--- config.mk ---
export PLATFORM = sky130hd
export DESIGN_NAME = udp_probe_ack_parser_top
export DESIGN_NICKNAME = d
export VERILOG_FILES = /design/src/rtl/udpa_pkg.sv /design/src/rtl/udpa_capture.sv /design/src/rtl/udpa_result.sv /design/src/rtl/udp_probe_ack_parser_top.sv
export SDC_FILE = /design/constraint.sdc
export NUM_CORES = 2
export LEC_CHECK = 0
export ABC_AREA = 0
export BUFFER_PORTS_ARGS = -buffer_cell sky130_fd_sc_hd__clkbuf_2
export CAP_MARGIN = 20
export CORE_MARGIN = 2
export CORE_UTILIZATION = 37
export CTS_CLUSTER_SIZE = 24
export DETAILED_ROUTE_END_ITERATION = 10
export PLACE_DENSITY_LB_ADDON = 0.12
export SLEW_MARGIN = 20
export SYNTH_ARGS = -nofsm -noshare
export SYNTH_HDL_FRONTEND = slang
export SYNTH_SLANG_ARGS = --single-unit
--- constraint.sdc ---
create_clock -name i_clk -period 20.5 [get_ports i_clk]
set_clock_uncertainty 0.2 [all_clocks]
set_input_delay 1.025 -clock i_clk [delete_from_list [all_inputs] [get_ports i_clk]]
set_output_delay 1.025 -clock i_clk [all_outputs]
set_load 0.05 [all_outputs]
--- src/rtl/udpa_pkg.sv ---
// Shared types and constants for the UDP probe ack parser.
// Holds the channel word structs, the status codes and the frame summary.
// No dependencies.
package udpa_pkg;

    // Default number of frame bytes that are captured; later bytes are counted out.
    localparam int unsigned CAPTURE_LIMIT_DEF = 8192;

    localparam logic [15:0] ETHTYPE_IPV4 = 16'h0800;
    localparam logic [3:0]  IP_VERSION_4 = 4'd4;
    localparam logic [3:0]  IP_MIN_WORDS = 4'd5;
    localparam logic [7:0]  PROTO_UDP    = 8'd17;
    localparam logic [7:0]  KIND_DATA    = 8'h30;
    localparam logic [7:0]  KIND_ACK     = 8'h31;

    // Frame offsets and length bounds, in bytes.
    localparam logic [15:0] POS_ETYPE_HI = 16'd12;
    localparam logic [15:0] POS_ETYPE_LO = 16'd13;
    localparam logic [15:0] POS_IP_VHL   = 16'd14;
    localparam logic [15:0] POS_IP_PROTO = 16'd23;
    localparam logic [16:0] ETH_HDR_LEN  = 17'd14;
    localparam logic [16:0] ETH_IP_MIN   = 17'd34;
    localparam logic [16:0] PAY_BASE     = 17'd22;  // Ethernet plus UDP header
    localparam logic [16:0] PAY_END_BASE = 17'd37;  // plus the 15-byte minimum payload

    // Exact division of a 20-bit microsecond count by 1000: (x * RECIP) >> SHIFT.
    localparam int unsigned USEC_SHIFT = 30;
    localparam logic [20:0] USEC_RECIP = 21'd1073742;

    typedef enum logic [3:0] {
        ST_ACK          = 4'd0,
        ST_ACK_IGNORED  = 4'd1,
        ST_UNKNOWN_KIND = 4'd2,
        ST_SHORT_ETH    = 4'd3,
        ST_BAD_ETYPE    = 4'd4,
        ST_SHORT_IP     = 4'd5,
        ST_BAD_VERSION  = 4'd6,
        ST_BAD_IHL      = 4'd7,
        ST_NOT_UDP      = 4'd8,
        ST_SHORT_UDP    = 4'd9,
        ST_SHORT_PAY    = 4'd10
    } t_status;

    typedef struct packed {
        logic [7:0]  data_byte;
        logic        last_byte;
        logic [31:0] time_sec;
        logic [19:0] time_usec;
    } t_in_word;

    typedef struct packed {
        t_status            status;
        logic [15:0]        tag_first;
        logic [15:0]        tag_second;
        logic [15:0]        tag_third;
        logic [63:0]        send_time_ms;
        logic [63:0]        recv_time_ms;
        logic signed [63:0] delay_ms;
    } t_out_word;

    // Everything captured from one frame, handed over with its last byte.
    typedef struct packed {
        logic [15:0] len;
        logic [15:0] ether_kind;
        logic [3:0]  ip_version;
        logic [3:0]  ip_header_words;
        logic [7:0]  ip_proto;
        logic [7:0]  payload_kind;
        logic [15:0] tag_first;
        logic [15:0] tag_second;
        logic [15:0] tag_third;
        logic [63:0] sent_stamp;
        logic [31:0] time_sec;
        logic [19:0] time_usec;
    } t_frame;

endpackage

--- src/rtl/udpa_capture.sv ---
// Byte capture for the UDP probe ack parser: counts frame bytes and picks
// header and payload fields out of the byte stream. Depends on udpa_pkg.
module udpa_capture #(
    parameter int unsigned CAPTURE_LIMIT = udpa_pkg::CAPTURE_LIMIT_DEF
) (
    input  logic              i_clk,
    input  logic              i_rst_n,
    input  logic              i_accept,
    input  udpa_pkg::t_in_word i_word,
    output logic              o_frame_valid,
    output udpa_pkg::t_frame  o_frame
);

    logic [15:0] r_byte_index, n_byte_index;
    logic [15:0] r_ether_kind, n_ether_kind;
    logic [3:0]  r_ip_version, n_ip_version;
    logic [3:0]  r_ip_header_words, n_ip_header_words;
    logic [7:0]  r_ip_proto, n_ip_proto;
    logic [7:0]  r_payload_kind, n_payload_kind;
    logic [15:0] r_tag_first, n_tag_first;
    logic [15:0] r_tag_second, n_tag_second;
    logic [15:0] r_tag_third, n_tag_third;
    logic [63:0] r_sent_stamp, n_sent_stamp;

    logic [16:0] w_pay_start;
    logic [16:0] w_off;
    logic [7:0]  w_b;
    logic        w_in_window;

    assign w_b         = i_word.data_byte;
    assign w_pay_start = udpa_pkg::PAY_BASE + {11'd0, r_ip_header_words, 2'b00};
    assign w_off       = {1'b0, r_byte_index} - w_pay_start;
    assign w_in_window = r_byte_index < 16'(CAPTURE_LIMIT);

    always_comb begin
        n_byte_index      = r_byte_index;
        n_ether_kind      = r_ether_kind;
        n_ip_version      = r_ip_version;
        n_ip_header_words = r_ip_header_words;
        n_ip_proto        = r_ip_proto;
        n_payload_kind    = r_payload_kind;
        n_tag_first       = r_tag_first;
        n_tag_second      = r_tag_second;
        n_tag_third       = r_tag_third;
        n_sent_stamp      = r_sent_stamp;
        if (w_in_window) begin
            n_byte_index = r_byte_index + 16'd1;
            if (r_byte_index == udpa_pkg::POS_ETYPE_HI) begin
                n_ether_kind[15:8] = w_b;
            end
            if (r_byte_index == udpa_pkg::POS_ETYPE_LO) begin
                n_ether_kind[7:0] = w_b;
            end
            if (r_byte_index == udpa_pkg::POS_IP_VHL) begin
                n_ip_version      = w_b[7:4];
                n_ip_header_words = w_b[3:0];
            end else begin
                if (r_byte_index == udpa_pkg::POS_IP_PROTO) begin
                    n_ip_proto = w_b;
                end
                // Payload bytes sit at offsets set by the IP header length.
                if ({1'b0, r_byte_index} >= w_pay_start && w_off < 17'd15) begin
                    unique case (w_off[3:0])
                        4'd0:    n_payload_kind     = w_b;
                        4'd1:    n_tag_first[15:8]  = w_b;
                        4'd2:    n_tag_first[7:0]   = w_b;
                        4'd3:    n_tag_second[15:8] = w_b;
                        4'd4:    n_tag_second[7:0]  = w_b;
                        4'd5:    n_tag_third[15:8]  = w_b;
                        4'd6:    n_tag_third[7:0]   = w_b;
                        default: n_sent_stamp[8 * (3'(w_off[3:0] - 4'd7)) +: 8] = w_b;
                    endcase
                end
            end
        end
    end

    always_comb begin
        o_frame_valid             = i_accept && i_word.last_byte;
        o_frame.len               = n_byte_index;
        o_frame.ether_kind        = n_ether_kind;
        o_frame.ip_version        = n_ip_version;
        o_frame.ip_header_words   = n_ip_header_words;
        o_frame.ip_proto          = n_ip_proto;
        o_frame.payload_kind      = n_payload_kind;
        o_frame.tag_first         = n_tag_first;
        o_frame.tag_second        = n_tag_second;
        o_frame.tag_third         = n_tag_third;
        o_frame.sent_stamp        = n_sent_stamp;
        o_frame.time_sec          = i_word.time_sec;
        o_frame.time_usec         = i_word.time_usec;
    end

    always_ff @(posedge i_clk) begin
        if (!i_rst_n || (i_accept && i_word.last_byte)) begin
            r_byte_index      <= '0;
            r_ether_kind      <= '0;
            r_ip_version      <= '0;
            r_ip_header_words <= '0;
            r_ip_proto        <= '0;
            r_payload_kind    <= '0;
            r_tag_first       <= '0;
            r_tag_second      <= '0;
            r_tag_third       <= '0;
            r_sent_stamp      <= '0;
        end else if (i_accept) begin
            r_byte_index      <= n_byte_index;
            r_ether_kind      <= n_ether_kind;
            r_ip_version      <= n_ip_version;
            r_ip_header_words <= n_ip_header_words;
            r_ip_proto        <= n_ip_proto;
            r_payload_kind    <= n_payload_kind;
            r_tag_first       <= n_tag_first;
            r_tag_second      <= n_tag_second;
            r_tag_third       <= n_tag_third;
            r_sent_stamp      <= n_sent_stamp;
        end
    end

    // The byte count saturates at the capture limit.
    a_index_bounded: assert property (@(posedge i_clk) disable iff (!i_rst_n)
        r_byte_index <= 16'(CAPTURE_LIMIT))
        else $error("byte count passed the capture limit");

    // A last byte starts the next frame from a clean state.
    a_frame_cleared: assert property (@(posedge i_clk) disable iff (!i_rst_n)
        (i_accept && i_word.last_byte) |=>
            (r_byte_index == 16'd0 && r_ip_header_words == 4'd0 && r_sent_stamp == 64'd0))
        else $error("frame state not cleared after last byte");

    // Inside the capture window every accepted middle byte advances the count by one.
    a_index_steps: assert property (@(posedge i_clk) disable iff (!i_rst_n)
        (i_accept && !i_word.last_byte && w_in_window) |=>
            (r_byte_index == $past(r_byte_index) + 16'd1))
        else $error("byte count did not advance");

endmodule

--- src/rtl/udpa_result.sv ---
// Result pipeline for the UDP probe ack parser: judges a finished frame and
// forms the receive time and delay over three register stages. Depends on udpa_pkg.
module udpa_result (
    input  logic              i_clk,
    input  logic              i_rst_n,
    input  logic              i_frame_valid,
    input  udpa_pkg::t_frame  i_frame,
    output logic              o_ready,
    output logic              o_out_valid,
    output udpa_pkg::t_out_word o_out_word,
    input  logic              i_out_stall
);

    // Stage one: the captured frame.
    logic              r_s1_valid;
    udpa_pkg::t_frame  r_s1;

    // Stage two: status, and the time terms.
    logic              r_s2_valid;
    udpa_pkg::t_status r_s2_status;
    logic [15:0]       r_s2_tag_first, r_s2_tag_second, r_s2_tag_third;
    logic [63:0]       r_s2_stamp;
    logic [41:0]       r_s2_sec_ms;
    logic [10:0]       r_s2_usec_ms;

    // Stage three: receive time.
    logic              r_s3_valid;
    udpa_pkg::t_status r_s3_status;
    logic [15:0]       r_s3_tag_first, r_s3_tag_second, r_s3_tag_third;
    logic [63:0]       r_s3_stamp;
    logic [63:0]       r_s3_recv;

    logic              r_out_valid;
    udpa_pkg::t_out_word r_out;

    logic w_out_ready, w_s3_ready, w_s2_ready, w_s1_ready;

    udpa_pkg::t_status w_status;
    logic [16:0]       w_hdr;
    logic [41:0]       w_sec_ms;
    logic [40:0]       w_usec_prod;
    udpa_pkg::t_out_word n_out;

    assign w_out_ready = !r_out_valid || !i_out_stall;
    assign w_s3_ready  = !r_s3_valid || w_out_ready;
    assign w_s2_ready  = !r_s2_valid || w_s3_ready;
    assign w_s1_ready  = !r_s1_valid || w_s2_ready;
    assign o_ready     = w_s1_ready;

    assign w_hdr = {11'd0, r_s1.ip_header_words, 2'b00};

    always_comb begin
        priority if ({1'b0, r_s1.len} < udpa_pkg::ETH_HDR_LEN) begin
            w_status = udpa_pkg::ST_SHORT_ETH;
        end else if (r_s1.ether_kind != udpa_pkg::ETHTYPE_IPV4) begin
            w_status = udpa_pkg::ST_BAD_ETYPE;
        end else if ({1'b0, r_s1.len} < udpa_pkg::ETH_IP_MIN) begin
            w_status = udpa_pkg::ST_SHORT_IP;
        end else if (r_s1.ip_version != udpa_pkg::IP_VERSION_4) begin
            w_status = udpa_pkg::ST_BAD_VERSION;
        end else if (r_s1.ip_header_words < udpa_pkg::IP_MIN_WORDS) begin
            w_status = udpa_pkg::ST_BAD_IHL;
        end else if (r_s1.ip_proto != udpa_pkg::PROTO_UDP) begin
            w_status = udpa_pkg::ST_NOT_UDP;
        end else if ({1'b0, r_s1.len} < udpa_pkg::PAY_BASE + w_hdr) begin
            w_status = udpa_pkg::ST_SHORT_UDP;
        end else if ({1'b0, r_s1.len} < udpa_pkg::PAY_END_BASE + w_hdr) begin
            w_status = udpa_pkg::ST_SHORT_PAY;
        end else if (r_s1.payload_kind == udpa_pkg::KIND_DATA) begin
            w_status = udpa_pkg::ST_ACK;
        end else if (r_s1.payload_kind == udpa_pkg::KIND_ACK) begin
            w_status = udpa_pkg::ST_ACK_IGNORED;
        end else begin
            w_status = udpa_pkg::ST_UNKNOWN_KIND;
        end
    end

    // Seconds times 1000 as 1024 - 16 - 8; microseconds over 1000 by reciprocal.
    assign w_sec_ms    = ({10'd0, r_s1.time_sec} << 10) - ({10'd0, r_s1.time_sec} << 4)
                         - ({10'd0, r_s1.time_sec} << 3);
    assign w_usec_prod = 41'(r_s1.time_usec) * 41'(udpa_pkg::USEC_RECIP);

    always_comb begin
        n_out = '0;
        n_out.status = r_s3_status;
        if (r_s3_status == udpa_pkg::ST_ACK) begin
            n_out.tag_first    = r_s3_tag_first;
            n_out.tag_second   = r_s3_tag_second;
            n_out.tag_third    = r_s3_tag_third;
            n_out.send_time_ms = r_s3_stamp;
            n_out.recv_time_ms = r_s3_recv;
            n_out.delay_ms     = $signed(r_s3_recv - r_s3_stamp);
        end
    end

    always_ff @(posedge i_clk) begin
        if (!i_rst_n) begin
            r_s1_valid  <= 1'b0;
            r_s2_valid  <= 1'b0;
            r_s3_valid  <= 1'b0;
            r_out_valid <= 1'b0;
        end else begin
            if (w_s1_ready) begin
                r_s1_valid <= i_frame_valid;
            end
            if (w_s2_ready) begin
                r_s2_valid <= r_s1_valid;
            end
            if (w_s3_ready) begin
                r_s3_valid <= r_s2_valid;
            end
            if (w_out_ready) begin
                r_out_valid <= r_s3_valid;
            end
        end
    end

    always_ff @(posedge i_clk) begin
        if (w_s1_ready && i_frame_valid) begin
            r_s1 <= i_frame;
        end
        if (w_s2_ready && r_s1_valid) begin
            r_s2_status     <= w_status;
            r_s2_tag_first  <= r_s1.tag_first;
            r_s2_tag_second <= r_s1.tag_second;
            r_s2_tag_third  <= r_s1.tag_third;
            r_s2_stamp      <= r_s1.sent_stamp;
            r_s2_sec_ms     <= w_sec_ms;
            r_s2_usec_ms    <= w_usec_prod[40:udpa_pkg::USEC_SHIFT];
        end
        if (w_s3_ready && r_s2_valid) begin
            r_s3_status     <= r_s2_status;
            r_s3_tag_first  <= r_s2_tag_first;
            r_s3_tag_second <= r_s2_tag_second;
            r_s3_tag_third  <= r_s2_tag_third;
            r_s3_stamp      <= r_s2_stamp;
            r_s3_recv       <= 64'(r_s2_sec_ms) + 64'(r_s2_usec_ms);
        end
        if (w_out_ready && r_s3_valid) begin
            r_out <= n_out;
        end
    end

    assign o_out_valid = r_out_valid;
    assign o_out_word  = r_out;

    // Only an acknowledged data probe carries fields beyond the status.
    a_error_fields_zero: assert property (@(posedge i_clk) disable iff (!i_rst_n)
        (r_out_valid && r_out.status != udpa_pkg::ST_ACK) |->
            (r_out.tag_first == 16'd0 && r_out.tag_second == 16'd0 &&
             r_out.tag_third == 16'd0 && r_out.send_time_ms == 64'd0 &&
             r_out.recv_time_ms == 64'd0 && r_out.delay_ms == 64'sd0))
        else $error("error result carries nonzero fields");

    // The delay is the wrapped difference of the two times.
    a_delay_matches: assert property (@(posedge i_clk) disable iff (!i_rst_n)
        r_out_valid |->
            (64'(r_out.delay_ms) == r_out.recv_time_ms - r_out.send_time_ms))
        else $error("delay does not match receive minus send");

    // The byte side is held back only when every stage holds a result.
    a_stall_only_full: assert property (@(posedge i_clk) disable iff (!i_rst_n)
        !w_s1_ready |-> (r_s1_valid && r_s2_valid && r_s3_valid && r_out_valid))
        else $error("input held back with a free stage");

endmodule

--- src/rtl/udp_probe_ack_parser_top.sv ---
// Top level of the UDP probe ack parser: byte capture feeding the result pipeline.
// Depends on udpa_pkg, udpa_capture and udpa_result.
//
// Usage: frame bytes enter in wire order on the input channel, one word per byte,
// with last_byte set on the final captured byte and the capture timestamp sampled
// with that byte. A word is taken at a rising edge where i_in_valid is high and
// o_in_stall is low; one word can be taken in every cycle. Bytes that are not last
// produce nothing. Each last byte produces exactly one result word on the output
// channel, with a status code and, for an acknowledged data probe, the three tags,
// the send time, the receive time in milliseconds and the wrapped delay.
// The last byte's frame passes in order through the registers of the result
// pipeline (captured frame, status and time terms, receive time sum, delay and
// output register) before the result word appears; an output stall can hold it.
// Throughput: one byte per cycle while o_in_stall is low. When the receiver holds
// i_out_stall high the result pipeline keeps filling; o_in_stall rises only when
// all four result slots hold a frame result, which takes four stalled frames.
// Reset (i_rst_n low at a clock edge) clears the frame state, the byte count and
// every pipeline valid bit, so a new frame starts at its first byte.
// Only the first CAPTURE_LIMIT bytes of a frame are captured; the count holds there.
module udp_probe_ack_parser_top #(
    parameter int unsigned CAPTURE_LIMIT = udpa_pkg::CAPTURE_LIMIT_DEF
) (
    input  logic                i_clk,
    input  logic                i_rst_n,
    input  logic                i_in_valid,
    input  udpa_pkg::t_in_word  i_in_word,
    output logic                o_in_stall,
    output logic                o_out_valid,
    output udpa_pkg::t_out_word o_out_word,
    input  logic                i_out_stall
);

    logic             w_accept;
    logic             w_ready;
    logic             w_frame_valid;
    udpa_pkg::t_frame w_frame;

    // The result pipeline decides whether a byte can be taken; a middle byte
    // would not need a slot, but the stall stays independent of the payload.
    assign o_in_stall = !w_ready;
    assign w_accept   = i_in_valid && w_ready;

    udpa_capture #(
        .CAPTURE_LIMIT(CAPTURE_LIMIT)
    ) u_capture (
        .i_clk         (i_clk),
        .i_rst_n       (i_rst_n),
        .i_accept      (w_accept),
        .i_word        (i_in_word),
        .o_frame_valid (w_frame_valid),
        .o_frame       (w_frame)
    );

    udpa_result u_result (
        .i_clk         (i_clk),
        .i_rst_n       (i_rst_n),
        .i_frame_valid (w_frame_valid),
        .i_frame       (w_frame),
        .o_ready       (w_ready),
        .o_out_valid   (o_out_valid),
        .o_out_word    (o_out_word),
        .i_out_stall   (i_out_stall)
    );

endmodule
==> qor.txt <==
Status: finished clean
Seq/Total Area, Yosys: 0.585
Synth Register Bits: 940
Die W: 354 um
Final hold violations: 0
Met3 wire length: 5230 um
Post-Route WL: 110000 um
Psw: 1.41 mW
Clk pin slew, worst setup/hold paths: 0.06 ns
Routed vias/inst: 4.82
Slew HR: 0.226
Total GRT Usage: 0.175
Final Util: 0.429
DRC errors left: 0
Yosys warning total: 0
Chip height: 354 um
Worst Setup Start Kind: register
Critical path peak fanout: 6
Post-synth EDFFs: 768
Via count: 27326
# clock sinks: 940
Vias in the first global route: 27644
Critical path class: register to register
First-pass GRT wire length: 168000 um
GR Overflow Total: 0
Reg area: 26500 um2
RSZ-0062 raised after global routing: no
Crit end category: register
Dpl hpwl: 77500 um
Top Layer Used: met4
Filler Cell Count: 11448
Setup tns final: 0 ns
Met2 Routed Length: 50000 um
Placed Cells incl. Taps: 5477
Number of routed nets with antenna violations: 0
Commonest cells post-synth: edfxtp_1 (768), nand2_1 (333), inv_1 (313)
Multi-input logic area: 17200 um2
WP data arrival: 7.17 ns
Site Rows: 128
Post-place setup slack: 13.69 ns
Most frequent cell after synthesis: edfxtp_1
Max clock buf depth: 3
Top Ports: 311
Async set or reset register ratio after synthesis: 0
Fin nets: 4427
Hold_buf cts: 0
Largest net degree at the start of global routing: 163
Pwr dens: 97.6 nW/um2
Initial antenna violation count: 1
Routed len/inst: 19.3 um
CTS Root Cell: clkbuf_16
Worst EP required: 20.78 ns
Int Power: 3.68 mW
Initial core utilization: 0.373
Setup violations, final: 0
Post-CTS Setup Repair Bufs: 0
MaxCap Viol Count: 0
Avg Synthesized Cell Area: 12.4 um2
Share of cells above drive strength 1: 0.167
Final worst setup slack: 13.61 ns
Synth top area share: 0.509
Tcrit/Tclk final: 0.336
Biggest area consumer among synthesized cells: edfxtp_1
Max-slew violation count: 0
Total iterations of the first detailed-routing run: 6
Die area: 125000 um2
Worst Max-Slew Pin Slew: 1.15 ns
Worst min-delay path class: register to register
Combinational share of power: 0.193
Max H-tree Level: 3
Synth area leaders: edfxtp_1 (51%), ha_1 (8.0%), dfxtp_1 (7.6%)
Synthesized instance count: 3655
Post-synth top flop: edfxtp_1
Cell Area, Synth: 45300 um2
Synth-to-layout area growth: 15.1%
CTS Buf Count: 104
Sw Share: 0.277
Final GP Congestion: 0.869
Max Freq: 145 MHz
Yosys cell types: 67
Initial DRC count: 1793
Tmin final: 6.89 ns
Met1 wire length: 52200 um
Clk pwr share: 0.385
Pleak: 20.7 nW
CTS resizes: 0
Worst-Skew Late Latency: 0.73 ns
CTS tree: done
Core box area: 122000 um2
Worst IR Drop VDD: 0.0738 mV
Cell Count, Final, Fillers Out: 5673
IO Port Bufs: 289
Reg power frac: 0.423
-- layout make-up --
type	count	area share
Sequential cell	940	0.508
Multi-Input combinational cell	2281	0.329
Tap cell	1625	0.0390
Timing Repair Buffer	318	0.0321
Clock buffer	130	0.0535
Antenna cell	1	0.0000479
Inverter	313	0.0227
Clock inverter	65	0.0159
-- power by group through the flow --
stage / combinational (mW) / clock, mW / sequential, mW
2_1_floorplan: 0.700 / 0 / 2.21
3_3_place_gp: 0.987 / 0 / 2.19
3_5_place_dp: 0.985 / 0 / 2.19
4_1_cts: 0.999 / 2.02 / 2.15
5_1_grt: 1.15 / 2.10 / 2.16
6_report: 0.980 / 1.96 / 2.15
-- cells by family after synthesis --
family / Yosys count / share of synthesized area
AND/OR/NAND/NOR: 1028 / 0.109
buffers and inverters: 454 / 0.0396
multiplexers: 162 / 0.0390
AO/OA/AOI/OAI: 527 / 0.0711
flip-flops: 940 / 0.585
other: 1 / 0.0000827
adder cells (fa/ha/maj): 404 / 0.130
XOR/XNOR: 139 / 0.0268
-- registers in the layout, summed over array words and instances, names as in the netlist, 39 cells and up --
| register | cells |
|---|---|
| u_capture.r_sent_stamp | 64 |
| u_result.r_s3_recv | 43 |
| u_result.r_s1 | 220 |
| u_result.r_s2_stamp | 64 |
| u_result.r_s3_stamp | 64 |
| u_result.r_s2_sec_ms | 39 |
| u_result.o_out_word | 223 |
-- critical path: stages (launching register included) --
cell and delay (ns):
edfxtp_1 0.52, ha_1 0.34, ha_1 0.17, inv_1 0.07, fa_1 0.45, fa_1 0.50, inv_1 0.05, fa_1 0.48
inv_1 0.06, fa_1 0.50, fa_1 0.51, inv_1 0.04, ha_1 0.29, a2111oi_0 0.69, nand3_1 0.14, a31oi_1 0.21
a211o_1 0.18, a21oi_1 0.14, o211ai_1 0.36, a311oi_1 0.21, a211o_1 0.35, and2_1 0.17
-- metrics by stage --
step / total power [mW] / area, um2 / hold slack [ns]
after floorplan: 2.91 / 45400 / 0.200
after global placement: 3.18 / 48600 / 0.201
after detailed placement: 3.18 / 48600 / 0.205
after CTS: 5.18 / 52200 / 0.193
after global routing: 5.40 / 52200 / 0.214
final: 5.09 / 52200 / 0.206
-- metal layers --
layer | global-route usage | vias up
met5 | 0 | -
met4 | 0.0495 | 0
met3 | 0.0314 | 130
met2 | 0.278 | 552
met1 | 0.247 | 13182
li1 | - | 13462
-- placed cells by master, fill, tap and decap left out, drive strengths merged, types with 8 or more instances in the layout --
cell type	Yosys	layout
a211oi	19	19
a21boi	13	13
a21o	55	55
a21oi	198	198
a31oi	15	15
and2	128	128
and3	35	35
buf	43	29
bufinv	0	15
clkbuf	98	419
clkinv	0	34
clkinvlp	0	10
conb	1	21
dfxtp	172	172
edfxtp	768	768
fa	113	113
ha	291	291
inv	313	319
mux2	116	116
mux2i	46	46
nand2	333	333
nand2b	18	18
nand3	63	63
nand4	20	20
nor2	246	246
nor2b	22	22
nor3	55	55
nor4	13	13
o211ai	12	12
o21a	36	36
o21ai	116	116
o21bai	8	8
or2	55	55
or3	11	11
xnor2	84	84
xor2	55	55
-- worst paths after layout --
path	start	endpoint	slack [ns]	cells past startpoint
worst min register to register	u_result.r_s2_stamp[13]$_DFFE_PP_	u_result.r_s3_stamp[13]$_DFFE_PP_	0.21	0
worst max-delay path	u_result.r_s1[2]$_DFFE_PP_	u_result.r_s2_usec_ms[10]$_DFFE_PP_	13.61	21
worst max register to register	u_result.r_s1[2]$_DFFE_PP_	u_result.r_s2_usec_ms[10]$_DFFE_PP_	13.61	21
worst min-delay path	u_result.r_s2_stamp[13]$_DFFE_PP_	u_result.r_s3_stamp[13]$_DFFE_PP_	0.21	0
Power figures use the tool's default switching activity.
